File: config.mk
export PLATFORM = sky130hd
export DESIGN_NAME = hnm_norm
export DESIGN_NICKNAME = d
export VERILOG_FILES = /design/src/rtl/height_to_normal_map_assert.svh /design/src/rtl/hnm_pkg.sv /design/src/rtl/hnm_norm.sv
export SDC_FILE = /design/constraint.sdc
export NUM_CORES = 2
export LEC_CHECK = 0
export BUFFER_PORTS_ARGS = -buffer_cell sky130_fd_sc_hd__buf_2
export CORE_MARGIN = 3
export CORE_UTILIZATION = 35
export DETAILED_ROUTE_END_ITERATION = 7
export GPL_TIMING_DRIVEN = 0
export PLACE_DENSITY_LB_ADDON = 0.15
export SETUP_SLACK_MARGIN = 0.1
export SLEW_MARGIN = 25
export SYNTH_ARGS = -nofsm -noshare
export SYNTH_HDL_FRONTEND = slang
export SYNTH_SLANG_ARGS = --single-unit
File: constraint.sdc
create_clock -name clk -period 14.75 [get_ports clk]
set_input_delay 2.95 -clock clk [delete_from_list [all_inputs] [get_ports clk]]
set_output_delay 2.95 -clock clk [all_outputs]
set_load 0.05 [all_outputs]
File: src/rtl/height_to_normal_map_assert.svh
// ----------------------------------------------------------------------------
// height_to_normal_map_assert.svh
// Assertion macros for the height-to-normal-map RTL.
// ----------------------------------------------------------------------------
`ifndef HEIGHT_TO_NORMAL_MAP_ASSERT_SVH
`define HEIGHT_TO_NORMAL_MAP_ASSERT_SVH

// Same-cycle implication, clocked on clk, off while rst_n is low
`define HNM_ASSERT_IMP(label, ante, cons, msg) \
    label: assert property (@(posedge clk) disable iff (!rst_n) (ante) |-> (cons)) \
        else $error(msg);

// Next-cycle implication, clocked on clk, off while rst_n is low
`define HNM_ASSERT_NXT(label, ante, cons, msg) \
    label: assert property (@(posedge clk) disable iff (!rst_n) (ante) |=> (cons)) \
        else $error(msg);

`endif

File: src/rtl/hnm_pkg.sv
// ----------------------------------------------------------------------------
// hnm_pkg
// Types, constants and pipeline latencies of the height-to-normal-map block.
// ----------------------------------------------------------------------------
package hnm_pkg;

    // Height sample width default
    localparam int VALUE_BITS_DEF = 8;

    // Gain register: signed Q8.8, reset 1.0
    localparam int                  GAIN_BITS  = 16;
    localparam logic signed [15:0] GAIN_RESET = 16'sd256;

    // Constant z component of the gradient, Q.8, and its square
    localparam int          GZ_Q8 = 3072;
    localparam logic [31:0] GZ_SQ = 32'(GZ_Q8 * GZ_Q8);

    // Width of the gradient quotient before saturation
    localparam int GRAD_QBITS = 18;

    // Register map
    localparam int ADDR_BITS = 3;
    typedef enum logic {
        REG_HEIGHT_GAIN = 1'b0,
        REG_UNUSED      = 1'b1
    } reg_index_t;

    // Neighbor offsets, order nw, n, ne, w, e, sw, s, se (y positive upward)
    localparam int NUM_NB = 8;
    localparam int OFF_X [NUM_NB] = '{-1, 0, 1, -1, 1, -1, 0, 1};
    localparam int OFF_Y [NUM_NB] = '{1, 1, 1, 0, 0, -1, -1, -1};

    // Stage counts of each unit
    localparam int MERGE_LAT = 1;
    localparam int GRAD_LAT  = 6;
    localparam int NORM_LAT  = 18;
    localparam int BYTE_LAT  = 10;
    localparam int PIPE_LAT  = MERGE_LAT + GRAD_LAT + NORM_LAT + BYTE_LAT;

    // One window around a pixel
    typedef struct packed {
        logic [7:0] center_value;
        logic [7:0] value_nw;
        logic [7:0] value_n;
        logic [7:0] value_ne;
        logic [7:0] value_w;
        logic [7:0] value_e;
        logic [7:0] value_sw;
        logic [7:0] value_s;
        logic [7:0] value_se;
        logic [7:0] neighbor_inside;
    } pixel_item_t;

    // Normal coded as three bytes
    typedef struct packed {
        logic [7:0] normal_red;
        logic [7:0] normal_green;
        logic [7:0] normal_blue;
    } normal_item_t;

endpackage

File: src/rtl/hnm_norm.sv
// ----------------------------------------------------------------------------
// hnm_norm
// Length of the normal: squares of the gradient, sum with the fixed z term
// and a 16-stage integer square root. Gradients are delayed alongside.
// ----------------------------------------------------------------------------
module hnm_norm (
    input  logic               clk,
    input  logic               en,
    input  logic signed [15:0] gx,
    input  logic signed [15:0] gy,
    output logic [15:0]        len,
    output logic signed [15:0] gx_out,
    output logic signed [15:0] gy_out
);

    localparam int STEPS = 16;
    localparam int DLY   = hnm_pkg::NORM_LAT;

    logic signed [31:0] gx_sq_next;
    logic signed [31:0] gy_sq_next;
    logic [31:0]        gx_sq_reg;
    logic [31:0]        gy_sq_reg;
    logic [31:0]        sum_reg;

    logic [31:0] x_reg [STEPS];
    logic [31:0] r_reg [STEPS];

    logic signed [15:0] gx_dly [DLY];
    logic signed [15:0] gy_dly [DLY];

    // Squares, then the sum of squares
    assign gx_sq_next = gx * gx;
    assign gy_sq_next = gy * gy;

    always_ff @(posedge clk)
    begin
        if (en)
        begin
            gx_sq_reg <= $unsigned(gx_sq_next);
            gy_sq_reg <= $unsigned(gy_sq_next);
            sum_reg   <= gx_sq_reg + gy_sq_reg + hnm_pkg::GZ_SQ;
        end
    end

    // Digit-by-digit square root, two radicand bits per stage
    for (genvar k = 0; k < STEPS; k++)
    begin : g_sqrt
        localparam logic [31:0] BIT = 32'(1) << (30 - 2 * k);
        logic [31:0] x_in;
        logic [31:0] r_in;
        logic [32:0] t;
        logic        ge;

        if (k == 0)
        begin : g_first
            assign x_in = sum_reg;
            assign r_in = '0;
        end
        else
        begin : g_rest
            assign x_in = x_reg[k-1];
            assign r_in = r_reg[k-1];
        end

        assign t  = {1'b0, r_in} + {1'b0, BIT};
        assign ge = {1'b0, x_in} >= t;

        always_ff @(posedge clk)
        begin
            if (en)
            begin
                x_reg[k] <= ge ? 32'({1'b0, x_in} - t) : x_in;
                r_reg[k] <= ge ? ((r_in >> 1) + BIT) : (r_in >> 1);
            end
        end
    end

    // Gradient delay lines
    always_ff @(posedge clk)
    begin
        if (en)
        begin
            gx_dly[0] <= gx;
            gy_dly[0] <= gy;
            for (int i = 1; i < DLY; i++)
            begin
                gx_dly[i] <= gx_dly[i-1];
                gy_dly[i] <= gy_dly[i-1];
            end
        end
    end

    assign len    = r_reg[STEPS-1][15:0];
    assign gx_out = gx_dly[DLY-1];
    assign gy_out = gy_dly[DLY-1];

endmodule

==> results.cfg <==
[yosys]
syn_nets = 5977
synthArstFlopShare_pct = 0
synth.cell_area_sq_um = 68500
yosysSeqAreaShare_pct = 56.3
yosys_warnings = 0
synth_edf_count = 1284
ys.flop_type = edfxtp_1
syn_avg_cell_area_sq_um = 13.5
yosys_register_bits = 1284
syn_inst = 5084
yosysUniqueCellTypes = 75

[routing]
drt-total-wl_microns = 132000
viasPerCell = 4.66
wl_per_cell_microns = 16.5
via_count = 37100
dr.pass1.iters = 5
drtIter0Drc = 1810
drc = 0
drtAntennaViolNets = 0

[die]
num_io_pins = 82
coreArea_sq_um = 193000
die_area_sq_um = 201000
rows = 161
start_util_pct = 35.4
die_w_microns = 448
die_y_microns = 448

[clock_tree]
clkLatencyLatePin_ns = 0.79
clockRootBuffer = clkbuf_16
cts_made_buffers = 146
cts-resized-gates = 0
cts_buffer_depth = 3
cts-htree-levels = 4
clk_pin_slew_ns = 0.06
postCtsHoldBufs = 0
cts.sink_count = 1284
cts_setup_buffers = 0
cts_tree = built

[layout]
multiInputGateArea_sq_um = 26200
fin_nets = 6216
final-seq-area_sq_um = 38600
num-fill-cells = 18200
area_delta_synth_final_pct = 12.7
drive_gt1_share_pct = 6.57
largest_reg_flops = 480
final_cells = 7964

[timing]
max_clock_freq_ghz = 0.102
fin_setup_tns_ns = 0
rsz0062_at_grt = no
worstMarginPinSlew_ns = 0.935
slew_viol_final = 0
skew_ns = 0.0360
finalCritPeriodShare_pct = 66.4
hold_viol = 0
relSlewSlack_pct = 37.6
finalSetupViolCount = 0
fin_crit_ns = 9.80

[worst_setup_path]
crit_top_cell = fa_1
r2r-start = x_reg[1][69]
worstPathArrival_ns = 10.29
worst-r2r-cell-count = 9
crit_fanout = 10
worstReg2RegEnd = x_reg[1][126]
worstPathRequired_ns = 15.24
critPathKind = in -> reg
crit_slowest_cell = fa_1
r2r_slack_ns = 10.52
critical-path-max-stage-delay_ns = 0.92
path_cells = buf_2 -> clkbuf_1 -> clkbuf_1 -> nand2_1 -> fa_1 -> inv_1 -> fa_1 -> fa_1 -> fa_1 -> fa_1 -> inv_1 -> fa_1 -> inv_1 -> ha_1 -> a21o_1 -> a21o_1 -> a21oi_1 -> o21ai_0 -> a211oi_1 -> o31ai_1 -> a21oi_1 -> xnor2_1
endpoint = gy_sq_reg[31]
worstSetupStartpoint = gy[5]
worst_setup_path_end_kind = register
cp-start-kind = input pin

[hold_path]
hp-class = reg -> reg

[grt]
grt_first_pass_wirelength_microns = 213000
first_global_vias = 39900
grtUsageTotal_pct = 13.5
grt_max_degree = 141
grt_overflow = 0
antenna_found_initial = 3

[outcome]
status = finished clean

[place]
dp_hpwl_microns = 97900
dp_cells = 7701
place.gp.congestion = 0.858
io_buffers = 81

[power_and_ir_drop]
powerDensity_nw_per_um2 = 237
p_leak_nw = 31.3
worst_ir_drop_vdd_uv = 534

[flow_run]
max-cap-violations = 0
## layout make-up
class / count / share of cell area, %
flip-flops and latches: 1284 / 50.0
multi-input cells: 2823 / 34.0
clock buffers: 170 / 4.88
inverters: 899 / 4.37
well taps: 2526 / 4.10
clock inverters: 88 / 1.38
repair buffers: 91 / 0.902
plain buffers: 78 / 0.409
diodes: 5 / 0.0162
## critical path: cells and delay by family
family / cells / cell delay, ns
AO/OA/AOI/OAI: 7 / 1.37
XOR/XNOR: 1 / 0.10
adder cells (fa/ha/maj): 7 / 3.98
buffers and inverters: 6 / 1.62
AND/OR/NAND/NOR: 1 / 0.27
## synth_stat cells (all sizes together) (66+ instances only)
library cell  instances  share of area [%]
fa                  470                 14
o21ai               184                1.4
and2                 92               0.84
inv                 897                4.9
ha                  389                7.1
edfxtp             1284                 56
a21o                 69               0.76
nor4                 82               0.75
xnor2               163                2.1
clkbuf               66               0.36
nand2               302                1.7
nor2                198                1.1
a21oi               140                1.0
nor3                 77               0.56
xor2                133                1.7
## stage by stage
| step | setup slack, ns | util, % | power, mW | hold slack [ns] | instance area, sq um |
|---|---|---|---|---|---|
| floorplan | 5.61 | - | 12.6 | 0.400 | 68500 |
| CTS | 5.03 | 39.9 | 18.8 | 0.394 | 77100 |
| global route | 4.43 | 39.9 | 20.2 | 0.410 | 77200 |
| finish | 4.95 | 39.9 | 18.3 | 0.401 | 77200 |
| global placement | -10.00 | 37.2 | 15.1 | 0.400 | 72000 |
| detailed placement | 4.18 | 37.4 | 15.0 | 0.405 | 72300 |
## kinds of logic after synthesis
kind of cell    Yosys count  synth area share, %
flops                  1284                 56.3
simple gates           1035                 7.65
buf+inv                 977                 5.39
fa+ha+maj               859                 20.9
compound gates          610                 5.63
xor+xnor                296                 3.79
mux                      22                0.345
other cells               1              0.00548
## power breakdown
group | internal [mW] | switching [mW] | leakage, nW
clock network | 2.15 | 1.46 | 2.33
logic | 3.96 | 5.32 | 16.5
registers | 5.13 | 0.291 | 12.4
total | 11.3 | 7.07 | 31.3
## routing by layer
metal	wire, microns	track usage [%]
met5	7	0
met4	5460	5.97
met3	4190	2.22
met2	71100	25.4
met1	50900	14.9
## worst min-delay path by stage
stage                              start             end  slack (ns)  depth (start not counted)
after floorplan             gx_dly[9][0]   gx_dly[10][0]        0.40                          0
after global routing        gy_dly[2][2]    gy_dly[3][2]        0.41                          0
after CTS                   gy_dly[3][5]    gy_dly[4][5]        0.39                          0
final                     gy_dly[11][11]  gy_dly[12][11]        0.40                          0
after detailed placement   gx_dly[10][2]   gx_dly[11][2]        0.40                          0
after global placement      gy_dly[7][2]    gy_dly[8][2]        0.40                          0
## layout by cell type (no fill, tap or decap), types with 81 or more instances in the layout
cell type and n:
ha_1 389, xor2_1 133, o21ai_0 182, nor4_1 81, edfxtp_1 1284, fa_1 470, xnor2_1 163, clkbuf_16 147
a21oi_1 140, buf_2 86, clkbuf_1 89, nor2_1 198, and2_1 92, nand2_1 302, inv_1 895
No activity file was read; power rests on OpenSTA's default activity.
