[src/rtl/height_to_normal_map_assert.svh]
// ----------------------------------------------------------------------------
// height_to_normal_map_assert.svh
// Assertion macros for the height-to-normal-map RTL.
// ----------------------------------------------------------------------------
`ifndef HEIGHT_TO_NORMAL_MAP_ASSERT_SVH
`define HEIGHT_TO_NORMAL_MAP_ASSERT_SVH

// Same-cycle implication, clocked on clk, off while rst_n is low
`define HNM_ASSERT_IMP(label, ante, cons, msg) \
    label: assert property (@(posedge clk) disable iff (!rst_n) (ante) |-> (cons)) \
        else $error(msg);

// Next-cycle implication, clocked on clk, off while rst_n is low
`define HNM_ASSERT_NXT(label, ante, cons, msg) \
    label: assert property (@(posedge clk) disable iff (!rst_n) (ante) |=> (cons)) \
        else $error(msg);

`endif

[src/rtl/hnm_byte.sv]
// ----------------------------------------------------------------------------
// hnm_byte
// Maps one normal component c with length L to a byte:
// floor((255*(c+L) + L) / (2*L)), eight quotient bits, one per stage.
// ----------------------------------------------------------------------------
module hnm_byte (
    input  logic               clk,
    input  logic               en,
    input  logic signed [15:0] comp,
    input  logic [15:0]        len,
    output logic [7:0]         code
);

    localparam int STEPS = 8;
    localparam int DW    = 17;
    localparam int NW    = DW + STEPS;

    logic signed [17:0] shifted;
    logic [DW-1:0]      s_reg;
    logic [15:0]        len_reg;
    logic [NW-1:0]      n_reg;
    logic [DW-1:0]      d_reg;

    logic [DW-1:0]    rem_reg [STEPS];
    logic [STEPS-1:0] lq_reg  [STEPS];
    logic [DW-1:0]    div_reg [STEPS];

    // c + L, never negative since |c| <= L
    assign shifted = $signed({2'b00, len}) + 18'(comp);

    // Numerator and divisor
    always_ff @(posedge clk)
    begin
        if (en)
        begin
            s_reg   <= shifted[DW-1:0];
            len_reg <= len;
            n_reg   <= {s_reg, 8'b0} - NW'(s_reg) + NW'(len_reg);
            d_reg   <= {len_reg, 1'b0};
        end
    end

    // Restoring division, quotient below 256
    for (genvar k = 0; k < STEPS; k++)
    begin : g_div
        logic [DW-1:0]    rem_in;
        logic [STEPS-1:0] lq_in;
        logic [DW-1:0]    div_in;
        logic [DW:0]      trial;
        logic [DW:0]      diff;
        logic             ge;

        if (k == 0)
        begin : g_first
            assign rem_in = n_reg[NW-1 -: DW];
            assign lq_in  = n_reg[STEPS-1:0];
            assign div_in = d_reg;
        end
        else
        begin : g_rest
            assign rem_in = rem_reg[k-1];
            assign lq_in  = lq_reg[k-1];
            assign div_in = div_reg[k-1];
        end

        assign trial = {rem_in, lq_in[STEPS-1]};
        assign ge    = trial >= {1'b0, div_in};
        assign diff  = trial - {1'b0, div_in};

        always_ff @(posedge clk)
        begin
            if (en)
            begin
                rem_reg[k] <= ge ? diff[DW-1:0] : trial[DW-1:0];
                lq_reg[k]  <= {lq_in[STEPS-2:0], ge};
                div_reg[k] <= div_in;
            end
        end
    end

    assign code = lq_reg[STEPS-1];

endmodule

[config.mk]
export PLATFORM = sky130hd
export DESIGN_NAME = hnm_byte
export DESIGN_NICKNAME = d
export VERILOG_FILES = /design/src/rtl/height_to_normal_map_assert.svh /design/src/rtl/hnm_byte.sv
export SDC_FILE = /design/constraint.sdc
export NUM_CORES = 1
export LEC_CHECK = 0
export ABC_AREA = 1
export BUFFER_PORTS_ARGS = -buffer_cell sky130_fd_sc_hd__buf_4
export CAP_MARGIN = 20
export CORE_UTILIZATION = 45
export DETAILED_ROUTE_END_ITERATION = 12
export SETUP_SLACK_MARGIN = 0.5
export SLEW_MARGIN = 20
export SYNTH_ARGS = -nofsm -noshare
export SYNTH_HDL_FRONTEND = slang
export SYNTH_SLANG_ARGS = --single-unit
[constraint.sdc]
create_clock -name clk -period 2.6 [get_ports clk]
set_clock_uncertainty 0.15 [all_clocks]
set_input_delay 0.52 -clock clk [delete_from_list [all_inputs] [get_ports clk]]
set_output_delay 0.52 -clock clk [all_outputs]
set_load 0.01 [all_outputs]
==> impl_metrics.py, run 1 <==
metrics = {
    "clock_network": {
        "cts_tree": "built",
        "cts_max_path_buffers": 3,
        "cts.clk_slew.worst_paths_ns": 0.06,
        "cts.root.buffer_cell": "sky130_fd_sc_hd__clkbuf_16",
        "clock_latency_ns": 0.58,
        "htreeDepth": 2,
        "clock-sinks": 369,
        "tritoncts_buffers": 43,
    },
    "synthesis": {
        "ys_seq_elements": 369,
        "synth.lib_cells_used.distinct": 37,
        "syn_nets": 3100,
        "syn-mean-instance-area_um2": 8.255,
        "syn_area_um2": 23720,
        "synth_ff_type": "sky130_fd_sc_hd__edfxtp_1",
        "synth-edff-count": 369,
        "asyncSetResetFlopFracSynth_pct": 0,
        "syn_inst": 2873,
        "synthesis.yosys.warnings": 0,
        "synth.yosys.seq_area_share_pct": 46.72,
    },
    "floorplanning": {
        "floorplan.die_area_um2": 53620,
        "dieHeight_um": 231.6,
        "floorplan.core_area_um2": 51720,
        "floorplan.initialDensity_pct": 45.86,
        "die_w_um": 231.6,
        "floorplan.io_pins": 42,
        "rows": 83,
    },
    "power": {
        "powerDensity_nw_per_um2": 1185,
        "power.net_switching_w": 0.01771,
        "p_clk_share_pct": 14.7,
        "power.leakage_nw": 16.17,
        "p_int_w": 0.02318,
        "peakVddDrop_v": 0.0005774,
        "seqPwrFrac_pct": 24.9,
        "power_frac_comb_pct": 60.4,
        "power_switching_share_pct": 43.31,
    },
    "final_layout": {
        "antenna_cells": 0,
        "drive_above_1_share_pct": 40.31,
        "layout.cell_area.non_filler_um2": 34510,
        "nets": 3584,
        "syn_to_final_growth_pct": 45.52,
        "largest_register_ff_count": 119,
    },
    "min_path": {
        "worst_hold_startpoint": "len[0]",
        "min_delay_worst_endpoint": "s_reg[0]",
        "hp-class": "input pin to flop",
        "hold_path_depth": 2,
    },
    "worst_setup_path": {
        "setup.worst_path.start_class": "flop",
        "r2r_worst_path_depth": 11,
        "path_class": "flop to flop",
        "cp-end-kind": "flop",
        "path_cells": "fa_1, inv_2, ha_4, nand2_4, nand2_4, nand2_2, and2_4, nor2_2, nor2_2, nand4_1, nand2_1",
        "reg_to_reg_endpoint": "n_reg[20]",
        "worst-path-max-fanout": 4,
        "critical_path.top_delay_family": "adder cells",
        "critical_path_required_ns": 2.78,
        "crit_path_buf_inv_count": 1,
        "r2r-start": "s_reg[13]",
        "reg2reg_setup_slack_ns": 0.14,
        "crit_arrival_ns": 2.64,
        "critical-path-slowest-cell": "sky130_fd_sc_hd__fa_1",
        "max_stage_delay_ns": 0.57,
    },
    "grt": {
        "grt_pass1_vias": 20160,
        "gr-total-overflow": 0,
        "grt.total_usage_pct": 25.53,
        "pin_count_of_the_biggest_net_entering_global_routing": 55,
        "first_pass_grt_wire_length_um": 106600,
        "grt_antenna_before_repair": 0,
    },
    "drt": {
        "ant_nets": 0,
        "drcViolationCount": 0,
        "post_drt_via_cell_ratio": 5.144,
        "drt_iter0_drc": 1468,
        "wl_per_cell_um": 17.84,
        "route.vias.total": 20930,
        "detail_route.first_pass.iterations": 8,
        "postRouteWirelength_um": 72580,
    },
    "timing": {
        "setup_viol": 0,
        "slew_headroom_pct": 59.26,
        "timing.final.hold_violations": 0,
        "min_period_ns": 2.460,
        "worst-slew-pin-transition_ns": 0.6055,
        "unrepaired_setup_endpoints_after_global_routing": "true",
        "number_of_pins_with_negative_max_slew_slack_in_the_final_report": 0,
        "timing.fmax_mhz": 406.4,
        "final.setup.tns_ns": 0,
        "timing.final.crit_share_pct": 94.63,
    },
    "place": {
        "place.gp.congestion": 0.9407,
        "io_buffer_count": 41,
        "placedInstanceArea_um2": 25330,
        "detailedPlacementHpwl_um": 47460,
    },
    "status": {
        "outcome": "complete, no violations",
    },
    "job": {
        "drv.max_cap_violation_count": 0,
    },
}
==> cells in the mapped netlist (11+ instances only) <==
library cell,number,share of area (%)
sky130_fd_sc_hd__nand2_1,995,16
sky130_fd_sc_hd__inv_1,575,9.1
sky130_fd_sc_hd__edfxtp_1,369,47
sky130_fd_sc_hd__nand4_1,41,1.1
sky130_fd_sc_hd__nor3_1,21,0.44
sky130_fd_sc_hd__buf_2,20,0.42
sky130_fd_sc_hd__nand2_2,14,0.37
sky130_fd_sc_hd__xor2_1,56,2.1
sky130_fd_sc_hd__nor2_1,129,2.0
sky130_fd_sc_hd__fa_1,17,1.4
sky130_fd_sc_hd__nand3_1,251,5.3
sky130_fd_sc_hd__o21ai_0,11,0.23
sky130_fd_sc_hd__a21oi_1,100,2.1
sky130_fd_sc_hd__xnor2_1,16,0.59
sky130_fd_sc_hd__ha_1,176,9.3
==> how the worst max path moves through the flow <==
stage,from,to,slack [ns],cells after the start
after floorplan,s_reg[13],n_reg[24],0.39,11
after global routing,s_reg[13],n_reg[20],0.03,11
final,s_reg[13],n_reg[20],0.14,11
after CTS,s_reg[0],n_reg[17],0.17,11
after global placement,s_reg[12],n_reg[14],0.07,9
after detailed placement,s_reg[11],n_reg[24],0.10,12
==> area by class of cell <==
class	count	area, um2
repair buffers	454	4119
clock inverters	24	237.7
clock buffers	53	1135
inverters	576	2175
well taps	680	850.8
flip-flops and latches	369	11080
fillers	3846	17210
multi-input cells	1913	14910
==> cells by family (layout without fill, tap and decap cells) <==
kind of cell / Yosys count / in the layout / synth area share (%)
compound gates: 129 / 129 / 2.949
buf+inv: 604 / 1107 / 9.950
simple gates: 1506 / 1519 / 27.00
flops: 369 / 369 / 46.72
xor+xnor: 72 / 72 / 2.659
fa+ha+maj: 193 / 193 / 10.72
==> routing by layer <==
layer | track usage [%] | vias to the layer above | share of wire [%]
met5 | 0 | - | 0
met4 | 11.97 | 0 | 5.3
met3 | 3.752 | 206 | 4.9
met2 | 43.30 | 609 | 49
met1 | 31.97 | 9918 | 41
li1 | - | 10200 | -
==> metrics by stage <==
stage	util, %	hold slack [ns]	power [W]	setup WS (ns)	instances
6_report	66.73	0.08916	0.04089	0.1396	4069
5_1_grt	66.73	0.06906	0.04336	0.03340	4069
4_1_cts	61.10	0.05188	0.03585	0.1656	3938
3_5_place_dp	48.98	0.2545	0.02408	0.1018	3609
3_3_place_gp	48.98	0.2510	0.02394	0.06721	3609
2_1_floorplan	-	0.2503	0.02018	0.3905	2873
==> repair_timing <==
| action | CTS | global route |
|---|---|---|
| endpoints found under the hold margin | 16 | 0 |
| buffers inserted | 221 | 125 |
| pin swaps | 228 | 276 |
| hold buffers | 16 | 0 |
| gates cloned | 15 | 6 |
| gates resized for setup | 591 | 475 |
| setup endpoints to repair | 138 | 142 |
==> cells in the final DEF, fill, tap and decap left out, types with 14 or more instances in the layout <==
cell                            count
sky130_fd_sc_hd__nand2_1          679
sky130_fd_sc_hd__inv_1            440
sky130_fd_sc_hd__edfxtp_1         369
sky130_fd_sc_hd__buf_4            353
sky130_fd_sc_hd__nand2_2          235
sky130_fd_sc_hd__nand3_1          133
sky130_fd_sc_hd__inv_2            131
sky130_fd_sc_hd__ha_4             116
sky130_fd_sc_hd__nand2_4           90
sky130_fd_sc_hd__nand3_2           82
sky130_fd_sc_hd__nor2_1            74
sky130_fd_sc_hd__a21oi_1           70
sky130_fd_sc_hd__ha_1              56
sky130_fd_sc_hd__xor2_1            54
sky130_fd_sc_hd__nor2_4            45
sky130_fd_sc_hd__clkbuf_16         45
sky130_fd_sc_hd__buf_6             44
sky130_fd_sc_hd__nand4_1           41
sky130_fd_sc_hd__nand3_4           39
sky130_fd_sc_hd__buf_12            25
sky130_fd_sc_hd__nand2_8           24
sky130_fd_sc_hd__a21oi_2           22
sky130_fd_sc_hd__nor2_2            22
sky130_fd_sc_hd__nor3_1            17
sky130_fd_sc_hd__dlygate4sd3_1     16
sky130_fd_sc_hd__xnor2_1           14
==> power groups by stage <==
| stage | Clock (W) | Combinational (W) | Sequential [W] |
|---|---|---|---|
| after floorplan | 0 | 0.0108 | 0.00935 |
| after global placement | 0 | 0.0141 | 0.00985 |
| after detailed placement | 0 | 0.0142 | 0.00987 |
| after CTS | 0.00613 | 0.0196 | 0.0101 |
| after global routing | 0.00634 | 0.0267 | 0.0103 |
| final | 0.00600 | 0.0247 | 0.0102 |
Note: power is estimated with default switching activity, not from simulation.
==> run 2, diff against run 1 <==
--- a/config.mk
+++ b/config.mk
@@ -10,6 +10,7 @@
 export CAP_MARGIN = 20
 export CORE_UTILIZATION = 45
 export DETAILED_ROUTE_END_ITERATION = 12
+export GPL_TIMING_DRIVEN = 0
 export SETUP_SLACK_MARGIN = 0.5
 export SLEW_MARGIN = 20
 export SYNTH_ARGS = -nofsm -noshare
==> impl_metrics.py, run 2 (synthesis results as in run 1) <==
metrics = {
    "power": {
        "power_frac_comb_pct": 59.7,
        "seqPwrFrac_pct": 25.4,
        "peakVddDrop_v": 0.0006191,
        "p_clk_share_pct": 14.8,
        "powerDensity_nw_per_um2": 1180,
        "p_int_w": 0.02290,
        "power.leakage_nw": 16.03,
        "power_switching_share_pct": 42.53,
        "power.net_switching_w": 0.01695,
    },
    "timing": {
        "min_period_ns": 2.540,
        "timing.fmax_mhz": 393.7,
        "unrepaired_setup_endpoints_after_global_routing": "true",
        "slew_headroom_pct": 55.56,
        "timing.final.crit_share_pct": 97.69,
        "worst-slew-pin-transition_ns": 0.6606,
        "setup_viol": 0,
        "timing.final.hold_violations": 0,
        "number_of_pins_with_negative_max_slew_slack_in_the_final_report": 0,
    },
    "final_layout": {
        "layout.cell_area.non_filler_um2": 33770,
        "antenna_cells": 0,
        "syn_to_final_growth_pct": 42.41,
        "nFillCells": 4054,
        "stdcell_count": 4052,
        "nets": 3567,
        "largest_register_ff_count": 119,
        "most-common-layout-cells": "sky130_fd_sc_hd__nand2_1, sky130_fd_sc_hd__inv_1, sky130_fd_sc_hd__edfxtp_1",
        "final_core_occ_pct": 65.30,
        "drive_above_1_share_pct": 38.76,
        "layout.cells.most_common": "sky130_fd_sc_hd__nand2_1",
    },
    "grt": {
        "pin_count_of_the_biggest_net_entering_global_routing": 65,
        "first_pass_grt_wire_length_um": 104900,
        "grt_pass1_vias": 19950,
        "grt_antenna_before_repair": 0,
        "grt.total_usage_pct": 24.98,
        "gr-total-overflow": 0,
    },
    "drt": {
        "drcViolationCount": 0,
        "wl_per_cell_um": 17.16,
        "detail_route.first_pass.iterations": 5,
        "drt_iter0_drc": 1347,
        "postRouteWirelength_um": 69530,
        "post_drt_via_cell_ratio": 5.084,
        "ant_nets": 0,
        "route.vias.total": 20600,
    },
    "floorplanning": {
        "floorplan.initialDensity_pct": 45.86,
        "die_w_um": 231.6,
        "floorplan.io_pins": 42,
        "dieHeight_um": 231.6,
        "floorplan.die_area_um2": 53620,
        "rows": 83,
        "floorplan.core_area_um2": 51720,
    },
    "worst_setup_path": {
        "worst-path-max-fanout": 4,
        "cp-end-kind": "flop",
        "critical_path_required_ns": 2.78,
        "setup.worst_path.start_class": "flop",
        "crit_arrival_ns": 2.72,
        "path_class": "flop to flop",
    },
    "clock_network": {
        "tritoncts_buffers": 43,
        "cts_max_path_buffers": 3,
        "htreeDepth": 2,
        "clock-sinks": 369,
        "cts_tree": "built",
        "clock_latency_ns": 0.57,
        "cts.clk_slew.worst_paths_ns": 0.06,
        "cts.root.buffer_cell": "sky130_fd_sc_hd__clkbuf_16",
    },
    "place": {
        "place.gp.congestion": 0.9181,
        "detailedPlacementHpwl_um": 46320,
        "placed_cells_incl_taps": 3598,
        "io_buffer_count": 41,
        "placedInstanceArea_um2": 25240,
    },
    "min_path": {
        "hp-class": "input pin to flop",
    },
    "job": {
        "drv.max_cap_violation_count": 0,
    },
    "status": {
        "outcome": "complete, no violations",
    },
}
[run 2: cell types whose count changed in the layout (fill, tap and decap cells not counted), sizes merged]
cell,change
nand2,-12
buf,-11
clkbuf,+4
bufbuf,+3
clkinvlp,+3
inv,-2
bufinv,-1
nand3,-1
[run 2: routing by layer]
layer | share of wire [%] | vias up | wire, um | global-route usage, %
li1 | - | 10120 | - | -
met1 | 42 | 9839 | 29000 | 31.19
met2 | 51 | 497 | 35360 | 44.25
met3 | 4.2 | 140 | 2946 | 3.457
met4 | 3.2 | 0 | 2215 | 8.203
met5 | 0 | - | 0 | 0
[run 2: power groups by stage]
stage	clock network, W	logic (W)	registers (W)
after floorplan	0	0.0108	0.00935
after global placement	0	0.0140	0.00994
after detailed placement	0	0.0142	0.00992
after CTS	0.00606	0.0192	0.0100
after global routing	0.00628	0.0260	0.0102
final	0.00592	0.0238	0.0101
[run 2: what timing repair did]
item                                    CTS  global route
endpoints found under the setup margin  263           199
resized for setup                       476           497
buffers inserted                        213           131
cloned                                   12             5
hold endpoints to repair                 16             0
pin swaps                               194           223
hold buffers                             16             0
[run 2: final timing paths]
| check | from | end | slack (ns) | cells after the start |
|---|---|---|---|---|
| max reg2reg | len_reg[14] | n_reg[20] | 0.06 | 11 |
| max | len_reg[14] | n_reg[20] | 0.06 | 11 |
| min | len[0] | s_reg[0] | 0.11 | 2 |
| min reg2reg | n_reg[6] | lq_reg[0][7] | 0.26 | 0 |
[run 2: layout make-up]
type | instances | area (um2) | share of cell area [%]
clock inverters | 24 | 201.4 | 0.5965
flip-flops and latches | 369 | 11080 | 32.81
inverters | 576 | 2172 | 6.432
plain buffers | 28 | 359.1 | 1.063
well taps | 680 | 850.8 | 2.519
multi-input cells | 1900 | 14160 | 41.93
clock buffers | 53 | 1156 | 3.423
repair buffers | 422 | 3790 | 11.22
[run 2: worst max-delay path, stage by stage (launching register included)]
cell	delay, ns
sky130_fd_sc_hd__edfxtp_1	0.38
sky130_fd_sc_hd__inv_2	0.05
sky130_fd_sc_hd__fa_1	0.55
sky130_fd_sc_hd__inv_2	0.05
sky130_fd_sc_hd__ha_4	0.31
sky130_fd_sc_hd__nand2_4	0.09
sky130_fd_sc_hd__nor2_4	0.14
sky130_fd_sc_hd__inv_2	0.05
sky130_fd_sc_hd__nor2_4	0.09
sky130_fd_sc_hd__nand4_1	0.21
sky130_fd_sc_hd__nand4_1	0.17
sky130_fd_sc_hd__nand2_1	0.06
[run 2: stage by stage]
stage                     hold WS, ns  total power (W)  worst slack [ns]  TNS (ns)
final                          0.1076          0.03984           0.05996         0
after global routing          0.07831          0.04250         -0.005940  -0.01091
after CTS                     0.07036          0.03526            0.1584         0
after detailed placement       0.2545          0.02408           -0.4985    -46.03
after global placement         0.2515          0.02390            -1.993   -707.92
after floorplan                0.2503          0.02018            0.3905         0
