File: config.mk
export PLATFORM = sky130hd
export DESIGN_NAME = hnm_grad
export DESIGN_NICKNAME = d
export VERILOG_FILES = /design/src/rtl/height_to_normal_map_assert.svh /design/src/rtl/hnm_pkg.sv /design/src/rtl/hnm_grad.sv
export SDC_FILE = /design/constraint.sdc
export NUM_CORES = 1
export LEC_CHECK = 0
export BUFFER_PORTS_ARGS = -buffer_cell sky130_fd_sc_hd__buf_2
export CAP_MARGIN = 30
export CORE_UTILIZATION = 60
export CTS_CLUSTER_SIZE = 10
export DETAILED_ROUTE_END_ITERATION = 10
export GPL_ROUTABILITY_DRIVEN = 0
export PLACE_DENSITY_LB_ADDON = 0.08
export SETUP_SLACK_MARGIN = 0.1
export SLEW_MARGIN = 20
export SYNTH_ARGS = -nofsm -noshare
export SYNTH_HDL_FRONTEND = slang
export SYNTH_SLANG_ARGS = --single-unit
File: constraint.sdc
create_clock -name clk -period 9.1 [get_ports clk]
set_clock_uncertainty 0.05 [all_clocks]
set_input_delay 1.82 -clock clk [delete_from_list [all_inputs] [get_ports clk]]
set_output_delay 1.82 -clock clk [all_outputs]
set_load 0.02 [all_outputs]
File: src/rtl/height_to_normal_map_assert.svh
// ----------------------------------------------------------------------------
// height_to_normal_map_assert.svh
// Assertion macros for the height-to-normal-map RTL.
// ----------------------------------------------------------------------------
`ifndef HEIGHT_TO_NORMAL_MAP_ASSERT_SVH
`define HEIGHT_TO_NORMAL_MAP_ASSERT_SVH

// Same-cycle implication, clocked on clk, off while rst_n is low
`define HNM_ASSERT_IMP(label, ante, cons, msg) \
    label: assert property (@(posedge clk) disable iff (!rst_n) (ante) |-> (cons)) \
        else $error(msg);

// Next-cycle implication, clocked on clk, off while rst_n is low
`define HNM_ASSERT_NXT(label, ante, cons, msg) \
    label: assert property (@(posedge clk) disable iff (!rst_n) (ante) |=> (cons)) \
        else $error(msg);

`endif

File: src/rtl/hnm_pkg.sv
// ----------------------------------------------------------------------------
// hnm_pkg
// Types, constants and pipeline latencies of the height-to-normal-map block.
// ----------------------------------------------------------------------------
package hnm_pkg;

    // Height sample width default
    localparam int VALUE_BITS_DEF = 8;

    // Gain register: signed Q8.8, reset 1.0
    localparam int                  GAIN_BITS  = 16;
    localparam logic signed [15:0] GAIN_RESET = 16'sd256;

    // Constant z component of the gradient, Q.8, and its square
    localparam int          GZ_Q8 = 3072;
    localparam logic [31:0] GZ_SQ = 32'(GZ_Q8 * GZ_Q8);

    // Width of the gradient quotient before saturation
    localparam int GRAD_QBITS = 18;

    // Register map
    localparam int ADDR_BITS = 3;
    typedef enum logic {
        REG_HEIGHT_GAIN = 1'b0,
        REG_UNUSED      = 1'b1
    } reg_index_t;

    // Neighbor offsets, order nw, n, ne, w, e, sw, s, se (y positive upward)
    localparam int NUM_NB = 8;
    localparam int OFF_X [NUM_NB] = '{-1, 0, 1, -1, 1, -1, 0, 1};
    localparam int OFF_Y [NUM_NB] = '{1, 1, 1, 0, 0, -1, -1, -1};

    // Stage counts of each unit
    localparam int MERGE_LAT = 1;
    localparam int GRAD_LAT  = 6;
    localparam int NORM_LAT  = 18;
    localparam int BYTE_LAT  = 10;
    localparam int PIPE_LAT  = MERGE_LAT + GRAD_LAT + NORM_LAT + BYTE_LAT;

    // One window around a pixel
    typedef struct packed {
        logic [7:0] center_value;
        logic [7:0] value_nw;
        logic [7:0] value_n;
        logic [7:0] value_ne;
        logic [7:0] value_w;
        logic [7:0] value_e;
        logic [7:0] value_sw;
        logic [7:0] value_s;
        logic [7:0] value_se;
        logic [7:0] neighbor_inside;
    } pixel_item_t;

    // Normal coded as three bytes
    typedef struct packed {
        logic [7:0] normal_red;
        logic [7:0] normal_green;
        logic [7:0] normal_blue;
    } normal_item_t;

endpackage

File: src/rtl/hnm_grad.sv
// ----------------------------------------------------------------------------
// hnm_grad
// Gradient component: sum times gain, rounded divide by the largest height
// value (shift-sum estimate plus a small correction), saturated to 16 bits.
// ----------------------------------------------------------------------------
module hnm_grad #(
    parameter int VALUE_BITS = hnm_pkg::VALUE_BITS_DEF
) (
    input  logic                          clk,
    input  logic                          en,
    input  logic signed [VALUE_BITS+3:0]  sum,
    input  logic signed [15:0]            gain,
    output logic signed [15:0]            grad
);

    localparam int SW   = VALUE_BITS + 4;
    localparam int PW   = SW + hnm_pkg::GAIN_BITS;
    localparam int QB   = hnm_pkg::GRAD_QBITS;
    localparam int MW   = VALUE_BITS + QB;
    localparam int RW   = VALUE_BITS + 4;
    localparam int NT   = (MW - 1) / VALUE_BITS;
    localparam int NC   = NT + 2;
    localparam int FW   = $clog2(NC + 1);
    localparam int VMAX = (1 << VALUE_BITS) - 1;
    localparam logic [MW-1:0] HALF = MW'(VMAX / 2);

    logic signed [PW-1:0] prod_reg;
    logic signed [PW-1:0] prod_next;
    logic [PW-1:0]        abs_val;
    logic [MW-1:0]        mag_reg;
    logic [MW-1:0]        mag_next;
    logic                 neg_reg;

    logic [QB-1:0] est_next;
    logic [QB-1:0] est_reg;
    logic [MW-1:0] num_reg;
    logic          neg_est_reg;

    logic [MW-1:0] rem_full;
    logic [RW-1:0] rem_reg;
    logic [QB-1:0] est_dly_reg;
    logic          neg_rem_reg;

    logic [FW-1:0] fix;
    logic [QB-1:0] quot_next;
    logic [QB-1:0] quot_reg;
    logic          quot_neg_reg;

    logic signed [15:0] grad_next;
    logic signed [15:0] grad_reg;

    // Product of gradient sum and gain
    assign prod_next = sum * gain;

    always_ff @(posedge clk)
    begin
        if (en)
            prod_reg <= prod_next;
    end

    // Magnitude plus half the divisor for round half away from zero
    assign abs_val  = prod_reg[PW-1] ? $unsigned(-prod_reg) : $unsigned(prod_reg);
    assign mag_next = MW'(abs_val) + HALF;

    always_ff @(posedge clk)
    begin
        if (en)
        begin
            mag_reg <= mag_next;
            neg_reg <= prod_reg[PW-1];
        end
    end

    // Quotient estimate: m/(2^n-1) as the sum of m >> k*n, never too large
    always_comb
    begin
        est_next = '0;
        for (int k = 1; k <= NT; k++)
            est_next = est_next + QB'(mag_reg >> (k * VALUE_BITS));
    end

    always_ff @(posedge clk)
    begin
        if (en)
        begin
            est_reg     <= est_next;
            num_reg     <= mag_reg;
            neg_est_reg <= neg_reg;
        end
    end

    // Remainder left by the estimate, a few divisors at most
    assign rem_full = num_reg - {est_reg, VALUE_BITS'(0)} + MW'(est_reg);

    always_ff @(posedge clk)
    begin
        if (en)
        begin
            rem_reg     <= RW'(rem_full);
            est_dly_reg <= est_reg;
            neg_rem_reg <= neg_est_reg;
        end
    end

    // Correction: count the whole divisors still in the remainder
    always_comb
    begin
        fix = '0;
        for (int j = 1; j <= NC; j++)
            if (rem_reg >= RW'(j * VMAX))
                fix = fix + 1'b1;
    end

    assign quot_next = est_dly_reg + QB'(fix);

    always_ff @(posedge clk)
    begin
        if (en)
        begin
            quot_reg     <= quot_next;
            quot_neg_reg <= neg_rem_reg;
        end
    end

    // Sign and saturation
    always_comb
    begin
        if (quot_neg_reg)
            grad_next = (quot_reg > QB'(32768)) ? 16'sh8000
                                                : $signed(16'(~quot_reg + 1'b1));
        else
            grad_next = (quot_reg > QB'(32767)) ? 16'sh7fff : $signed(quot_reg[15:0]);
    end

    always_ff @(posedge clk)
    begin
        if (en)
            grad_reg <= grad_next;
    end

    assign grad = grad_reg;

endmodule

==> results of run 1 <==
==> cell type report <==
class / instances / area share [%]
timing repair buffer: 48 / 1.56
multi-input combinational: 1006 / 57.5
tap: 324 / 2.49
inverter: 298 / 6.88
clock inverter: 15 / 1.07
sequential: 151 / 27.9
clock buffer: 17 / 2.62
==> routing by layer <==
metal	up-vias	share of wire (%)	track usage, %
met1	4905	41	25.4
met5	-	0	0
met3	43	3.4	2.54
met2	211	53	44.2
met4	0	2.4	7.59
li1	4913	-	-
==> metrics by stage <==
| stage | utilization (%) | setup slack, ns | hold slack, ns | total power [mW] | cells |
|---|---|---|---|---|---|
| 2_1_floorplan | - | 1.92 | 0.350 | 5.21 | 1502 |
| 3_3_place_gp | 63.6 | 1.63 | 0.350 | 5.90 | 1827 |
| 3_5_place_dp | 63.6 | 1.55 | 0.355 | 6.07 | 1827 |
| 4_1_cts | 66.1 | 2.00 | 0.368 | 6.79 | 1859 |
| 5_1_grt | 66.1 | 1.73 | 0.373 | 7.48 | 1859 |
| 6_report | 66.1 | 2.02 | 0.367 | 6.73 | 1859 |
==> final timing paths <==
kind / slack (ns) / depth (start not counted) / endpoint
min reg2reg: 0.37 / 0 / quot_neg_reg$_DFFE_PP_
max: 2.02 / 19 / prod_reg[27]$_DFFE_PP_
max reg2reg: 4.59 / 14 / quot_reg[17]$_DFFE_PP_
min: 0.37 / 0 / quot_neg_reg$_DFFE_PP_
==> synthesized netlist by cell type, drive strengths merged (7+ instances only) <==
cell | count | area (um2)
nor2b | 10 | 62.6
o21ai | 39 | 195
nand4 | 11 | 75.1
and3 | 8 | 50.1
a21oi | 37 | 189
clkbuf | 41 | 154
xnor2 | 89 | 780
nor2 | 64 | 240
edfxtp | 151 | 4530
o311ai | 12 | 105
a31oi | 7 | 43.8
a211oi | 8 | 72.6
o31ai | 12 | 90.1
fa | 185 | 3700
or3 | 14 | 87.6
inv | 298 | 1120
nor3 | 18 | 95.1
and2 | 66 | 413
nand2 | 165 | 619
nand2b | 7 | 43.8
ha | 104 | 1300
or2 | 8 | 50.1
xor2 | 31 | 272
a21o | 18 | 135
nand3 | 21 | 105
==> report_power, final <==
part           switching [mW]  total, mW  internal, mW
sequential              0.232       1.62          1.39
combinational            2.40       4.43          2.03
clock                   0.316      0.687         0.370
total                    2.94       6.73          3.79
==> logic make-up after synthesis <==
kind of cell | synth area share (%)
AOI/OAI and AO/OA | 8.04
xor gates and xnor gates | 6.92
adders and majority gates | 33.0
buffers and inverters | 8.60
DFF | 29.9
muxes | 0.412
and+or+nand+nor | 13.2
==> metrics.csv, run 1 <==
metric;value;unit
r2r-start;rem_reg[11]$_DFFE_PP_;
post_dp_cell_area;15700;um2
power_density;414;nW/um2
worstPathBufferInverterCount;4;
cts_sinks;151;
worstSetupStartpointType;input port;
slew_headroom;29.1;%
pin_count;46;
layout_min_cycle_time;7.08;ns
nNetsFinal;1841;
synth_area;15200;um2
cp-startpoint;sum[11];
peakVddDrop;258;uV
diodes;0;
ant_nets;0;
htree_levels;4;
drc;0;
antenna_found_initial;0;
crit_fanout;15;
required;9.22;ns
drtIter0Drc;446;
cp_slowest_cell;fa_1;
crit_top_cell;fa_1;
die_x;161;um
postCtsResizedCells;0;
cts_tree;done;
gr-total-overflow;0;
hold_path.class;register to register;
min_period_over_period;77.8;%
clk_pin_slew;0.08;ns
path_cells;buf_2, inv_1, nor2_1, fa_1, fa_1, fa_1, fa_1, inv_1, fa_1, inv_1, ha_1, a21o_1, a21o_1, a21o_1, a22o_1, a211o_1, a31o_2, a21oi_1, xnor2_1;
insertion_delay;0.42;ns
synth.ff_latch_count;151;
crit_family;adder cells;
setup-violations-final;0;
dr.pass1.iters;6;
synthDistinctLibCells;65;
initial_core_util;61.7;%
dieArea;26000;um2
fin_area;16300;um2
synth_edf_count;151;
hold_viol_final;0;
worst_pin_slew;1.05;ns
regArea;4530;um2
grt_max_degree;91;
synth_area_per_cell;10.1;um2
yosysSeqAreaShare;29.9;%
die_h;161;um
first_global_vias;10600;
wire_per_inst;14.7;um
end_kind;register;
num_vias;10100;
cts_buffers;17;
post_drt_via_cell_ratio;5.42;
tns;0;ns
max_stage_delay;0.54;ns
grtUsageTotal;22.7;%
syn-instance-count;1502;
max_freq;0.141;GHz
layout_commonest_cell;inv_1;
cts-hold-fix-buffers;0;
cts-root-buf;clkbuf_16;
rsz0062_at_grt;false;
ys.flop_type;edfxtp_1;
synth-warning-count;0;
leakage;7.31;nW
fp-row-count;57;
post_cts_buffers;0;
largest_register_ffs;27;
critPathKind;input port to register;
port_buffers;45;
coreArea;24600;um2
synthArstFlopShare;0;%
slew_viol_final;0;
maxCapViolations;0;
hp-start;neg_rem_reg$_DFFE_PP_;
final_layout_size_suffix_gt1_share;6.45;%
routed_wl;27300;um
dpl.hpwl;21900;um
synth_nets;1821;
layout_common_cells;298 x inv_1, 185 x fa_1, 165 x nand2_1;
status;finished clean;
area_growth;7.05;%
grt_first_pass_wirelength;47300;um
clockBufferDepth;2;
fillers;1991;
multiInputGateArea;9350;um2
crit_arrival;7.20;ns
Power figures use the tool's default switching activity.
==> run 2, diff against run 1 <==
CORE_UTILIZATION = 58   (was 60)
clock period = 6.25 ns   (was 9.1 ns; I/O delays follow)
==> run 2 against run 1 <==
Utilization is 1.9 points higher. Via count is 3.1% higher. Clock power is 46% higher. Non-clock buffer count is 97 higher. Highest routed layer unchanged. Cell area is 6.2% higher. Critical endpoint is now prod_reg[18]$_DFFE_PP_. First-iteration DRC count is 25% higher. Wire length is 3.7% higher.
==> metrics.csv, run 2 (synthesis results as in run 1) <==
metric;value;unit;change
status;finished clean;;unchanged
initial_core_util;59.8;%;was 61.7%
leakage;7.81;nW;was 7.31 nW
die_h;164;um;was 161 um
cts_tree;done;;unchanged
gr-total-overflow;0;;unchanged
post_drt_via_cell_ratio;5.29;;was 5.42
insertion_delay;0.42;ns;about the same
worstRegToRegCells;14;;unchanged
critPathKind;input port to register;;unchanged
end_kind;register;;unchanged
required;6.38;ns;was 9.22 ns
grtUsageTotal;22.7;%;about the same
drc;0;;unchanged
clk_pin_slew;0.07;ns;was 0.08 ns
first_global_vias;10900;;was 10,600
wire_per_inst;14.4;um;was 14.7 um
min_period_over_period;95.4;%;
cts_sinks;151;;unchanged
power_density;625;nW/um2;was 414 nW/um2
pin_count;46;;unchanged
crit_top_cell;fa_1;;unchanged
htree_levels;4;;unchanged
hold_path.class;register to register;;unchanged
regArea;4530;um2;unchanged
routed_wl;28300;um;was 27,300 um
grt_max_degree;107;;was 91
worst_pin_slew;0.914;ns;was 1.05 ns
hold_viol_final;0;;unchanged
worstSetupStartpointType;input port;;unchanged
crit_family;adder cells;;unchanged
coreArea;25400;um2;was 24,600 um2
crit_fanout;7;;was 15
final_layout_size_suffix_gt1_share;14.0;%;was 6.45%
dr.pass1.iters;6;;unchanged
layout_common_cells;297 x inv_1, 182 x fa_1, 164 x nand2_1;;was 298 x inv_1, 185 x fa_1, 165 x nand2_1
worstPathBufferInverterCount;5;;was 4
fillers;1976;;was 1,991
diodes;0;;unchanged
rsz0062_at_grt;false;;unchanged
grt_first_pass_wirelength;48600;um;was 47,300 um
multiInputGateArea;9530;um2;was 9350 um2
postLayoutCoreUtil;67.9;%;was 66.1%
layout_commonest_cell;inv_1;;unchanged
setup-violations-final;0;;unchanged
num_vias;10400;;was 10,100
layout_min_cycle_time;5.96;ns;
area_growth;13.6;%;was 7.05%
dpl.hpwl;23600;um;was 21,900 um
cp_num_cells;20;;was 19
max_freq;0.168;GHz;
cts-hold-fix-buffers;0;;unchanged
peakVddDrop;549;uV;was 258 uV
clockBufferDepth;2;;unchanged
fp-row-count;58;;was 57
maxCapViolations;0;;unchanged
ant_nets;0;;unchanged
cts_buffers;17;;unchanged
largest_register_ffs;27;;unchanged
port_buffers;45;;unchanged
path_cells;buf_2, buf_4, nand2_1, fa_1, fa_1, fa_1, inv_1, fa_1, inv_1, fa_1, inv_1, ha_1, a211oi_4, nor2_2, or4_4, a21oi_4, nor2_1, a21o_1, a21oi_2, xnor2_1;;was buf_2, inv_1, nor2_1, fa_1, fa_1, fa_1, fa_1, inv_1, fa_1, inv_1, ha_1, a21o_1, a21o_1, a21o_1, a22o_1, a211o_1, a31o_2, a21oi_1, xnor2_1
nNetsFinal;1939;;was 1,841
cp_slowest_cell;fa_1;;unchanged
dieArea;26800;um2;was 26,000 um2
finalPower;10.8;mW;was 6.73 mW
antenna_found_initial;0;;unchanged
holdPathStages;0;;unchanged
whs;0.366;ns;was 0.367 ns
slew_viol_final;0;;unchanged
max_stage_delay;0.59;ns;was 0.54 ns
drtIter0Drc;559;;was 446
slew_headroom;39.0;%;was 29.1%
crit_arrival;6.09;ns;was 7.20 ns
cts-root-buf;clkbuf_16;;unchanged
die_x;164;um;was 161 um
-- run 2: changes by cell type in the layout (fill, tap and decap cells not counted), sizes merged --
cell / change
buf: +92
clkbuf: +5
clkinvlp: +4
inv: -3
-- run 2: stage by stage --
step	TNS (ns)	setup slack (ns)	cells	instance area [um2]
after floorplan	0	0.101	1502	15400
after global placement	-0.566	-0.163	1928	16500
after detailed placement	-0.986	-0.249	1928	16500
after CTS	0	0.206	1960	17100
after global routing	0	0.0782	1963	17300
final	0	0.286	1963	17300
-- run 2: final timing paths --
kind / to / slack, ns / from
worst max register to register: quot_reg[17]$_DFFE_PP_ / 1.73 / rem_reg[11]$_DFFE_PP_
worst min register to register: quot_neg_reg$_DFFE_PP_ / 0.37 / neg_rem_reg$_DFFE_PP_
worst min-delay path: quot_neg_reg$_DFFE_PP_ / 0.37 / neg_rem_reg$_DFFE_PP_
worst max-delay path: prod_reg[18]$_DFFE_PP_ / 0.29 / gain[4]
-- run 2: power by group --
group	internal [mW]	switching (mW)
clock network	0.539	0.464
registers	2.02	0.349
logic	3.61	3.81
-- run 2: final cells by class --
class	instances	area share, %
Sequential cell	151	26.3
Clock buffer	17	2.47
Timing Repair inverter	1	0.0435
Timing Repair Buffer	145	6.05
Tap cell	330	2.39
Clock inverter	15	1.04
Multi-Input combinational cell	1006	55.2
Inverter	298	6.50
-- run 2: routing by layer --
layer,wire [um],vias up,global-route usage (%)
met5,0,-,0
li1,-,5108,-
met1,11600,5081,25.8
met2,15500,159,44.2
met3,658,35,2.47
met4,453,0,6.73
-- run 2: timing repair --
item                                    in CTS  in global routing
gates resized for setup                      0                 26
endpoints found under the setup margin       0                  4
setup buffers                                0                  2
-- run 2: worst reg2reg max path: stages (launching register included) --
cell,delay (ns)
edfxtp_1,0.42
or3_1,0.41
a311o_1,0.36
ha_1,0.34
xor2_1,0.34
ha_1,0.29
mux2_2,0.27
ha_1,0.26
mux2_2,0.29
ha_1,0.28
a21o_1,0.10
a21oi_1,0.12
nor2_1,0.42
nand4_1,0.18
xnor2_1,0.16
==> run 3, diff against run 2 <==
ABC_AREA = 1   (was unset)
CORE_UTILIZATION = 59   (was 58)
==> run 3 against run 2 <==
The flow now finishes with violations (design-rule violations). Die area rose by 2.1%. Via count rose by 8.3%. Critical path depth did not move. Sequential share of layout area rose by 0.23 points. Critical path type unchanged.
==> metrics.csv, run 3 <==
metric;value;unit;change
max_freq;0.169;GHz;was 0.168 GHz
slew_viol_final;0;;unchanged
tns;0;ns;unchanged
worst_pin_slew;0.934;ns;was 0.914 ns
yosysMostFrequentCell;inv_1;;unchanged
multiInputGateArea;9410;um2;was 9530 um2
cp_slowest_cell;fa_1;;unchanged
cts-root-buf;clkbuf_16;;unchanged
coreArea;26100;um2;was 25,400 um2
required;6.38;ns;about the same
antenna_found_initial;0;;unchanged
synth_common_cells;438 x inv_1, 405 x nand2_1, 185 x fa_1, 151 x edfxtp_1, 104 x ha_1;;was 298 x inv_1, 185 x fa_1, 165 x nand2_1, 151 x edfxtp_1, 104 x ha_1
cts_sinks;151;;unchanged
synthTopCellsByArea;edfxtp_1 29%, fa_1 23%, inv_1 10%;;was edfxtp_1 30%, fa_1 24%, ha_1 8.6%
hold_path.class;register to register;;unchanged
synthArstFlopShare;0;%;unchanged
wire_per_inst;14.0;um;was 14.4 um
layout_common_cells;438 x inv_1, 405 x nand2_1, 185 x fa_1;;was 297 x inv_1, 182 x fa_1, 164 x nand2_1
synth_nets;2120;;was 1,821
violations;design-rule violations;;
first_global_vias;11700;;was 10,900
path_cells;buf_2, buf_4, nand2_1, fa_1, inv_1, ha_1, fa_1, inv_1, fa_1, fa_1, inv_1, ha_1, nand2_1, o21ai_0, a21oi_1, o21ai_0, nand3_1, nand2_1, a21oi_1, xor2_1;;was buf_2, buf_4, nand2_1, fa_1, fa_1, fa_1, inv_1, fa_1, inv_1, fa_1, inv_1, ha_1, a211oi_4, nor2_2, or4_4, a21oi_4, nor2_1, a21o_1, a21oi_2, xnor2_1
maxCapViolations;0;;unchanged
final_layout_size_suffix_gt1_share;8.69;%;was 14.0%
dr.pass1.iters;8;;was 6
port_buffers;45;;unchanged
end_kind;register;;unchanged
regArea;4530;um2;unchanged
synthDistinctLibCells;46;;was 65
crit_fanout;12;;was 7
rsz0062_at_grt;false;;unchanged
grt_first_pass_wirelength;52100;um;was 48,600 um
post_cts_buffers;0;;unchanged
routed_wl;30700;um;was 28,300 um
grtUsageTotal;24.4;%;was 22.7%
crit_arrival;6.04;ns;was 6.09 ns
slew_headroom;37.7;%;was 39.0%
crit_top_cell;fa_1;;unchanged
ys.flop_type;edfxtp_1;;unchanged
die_h;166;um;was 164 um
synth-warning-count;0;;unchanged
die_x;166;um;was 164 um
dpl.hpwl;25200;um;was 23,600 um
max_stage_delay;0.56;ns;was 0.59 ns
ant_nets;0;;unchanged
worstPathBufferInverterCount;5;;unchanged
crit_family;adder cells;;unchanged
pin_count;46;;unchanged
area_growth;8.39;%;was 13.6%
fillers;2166;;was 1,976
synth.ff_latch_count;151;;unchanged
layout_min_cycle_time;5.91;ns;was 5.96 ns
synth_top_area_cell;edfxtp_1;;unchanged
gr-total-overflow;0;;unchanged
dieArea;27400;um2;was 26,800 um2
initial_core_util;60.4;%;was 59.8%
yosysSeqAreaShare;28.7;%;was 29.9%
critPathKind;input port to register;;unchanged
cts_tree;done;;unchanged
reg2reg_slack;1.51;ns;was 1.73 ns
insertion_delay;0.43;ns;was 0.42 ns
syn-instance-count;1801;;was 1,502
hold_viol_final;0;;unchanged
htree_levels;4;;unchanged
clockBufferDepth;2;;unchanged
synth_area;15800;um2;was 15,200 um2
post_drt_via_cell_ratio;5.11;;was 5.29
grt_max_degree;106;;was 107
worstSetupStartpointType;input port;;unchanged
layout_commonest_cell;inv_1;;unchanged
synth_area_per_cell;8.76;um2;was 10.1 um2
clk_pin_slew;0.07;ns;about the same
drtIter0Drc;498;;was 559
synth_edf_count;151;;unchanged
status;finished, violations left;;was finished clean
largest_register_ffs;27;;unchanged
setup-violations-final;0;;unchanged
cts_buffers;17;;unchanged
yosys.area.top_type_share;28.7;%;was 29.9%
nNetsFinal;2171;;was 1,939
fp-row-count;59;;was 58
num_vias;11200;;was 10,400
min_period_over_period;94.6;%;was 95.4%
drc;14;;was 0
diodes;0;;unchanged
[run 3: layer usage]
layer	share of wire, %	track usage [%]	vias to the layer above
met5	0	0	-
met4	3.4	10.5	0
met3	3.5	3.25	67
met2	54	47.7	263
met1	39	25.9	5339
li1	-	-	5580
[run 3: logic make-up after synthesis]
kind of cell	after synthesis	synth area share, %
AO/OA/AOI/OAI	138	4.87
multiplexers	1	0.0713
flip-flops	151	28.7
AND/OR/NAND/NOR	632	17.2
buffers and inverters	488	11.7
XOR/XNOR	102	5.71
adder cells (fa/ha/maj)	289	31.7
[run 3: repair_timing]
item / in CTS / in global routing
endpoints found under the setup margin: 0 / 2
resized for setup: 0 / 1
hold buffers: 0 / 0
[run 3: path summary, 6_finish.rpt]
path,start,to,cells after the start
min,mag_reg[7]$_DFFE_PP_,num_reg[7]$_DFFE_PP_,0
max,sum[3],prod_reg[24]$_DFFE_PP_,20
max reg2reg,rem_reg[5]$_DFFE_PP_,quot_reg[17]$_DFFE_PP_,23
min reg2reg,mag_reg[7]$_DFFE_PP_,num_reg[7]$_DFFE_PP_,0
[run 3: stage by stage]
stage / util (%) / instances / hold WS [ns] / setup WS [ns] / instance area, um2
3_3_place_gp: 63.1 / 2168 / 0.351 / -0.180 / 16500
3_5_place_dp: 63.1 / 2168 / 0.355 / -0.228 / 16500
5_1_grt: 65.5 / 2200 / 0.362 / 0.124 / 17100
2_1_floorplan: - / 1801 / 0.350 / 0.123 / 15800
4_1_cts: 65.4 / 2200 / 0.363 / 0.228 / 17100
6_report: 65.5 / 2200 / 0.365 / 0.338 / 17100
[run 3: area by class of cell]
cell class,count,share of cell area [%]
Timing Repair Buffer,78,2.80
Sequential cell,151,26.5
Clock buffer,17,2.49
Tap cell,335,2.45
Multi-Input combinational cell,1162,55.0
Inverter,442,9.70
Clock inverter,15,1.08
Power of run 3 is not shown: default switching activity piles up to over one toggle a cycle in this logic, so the estimate is an artifact.
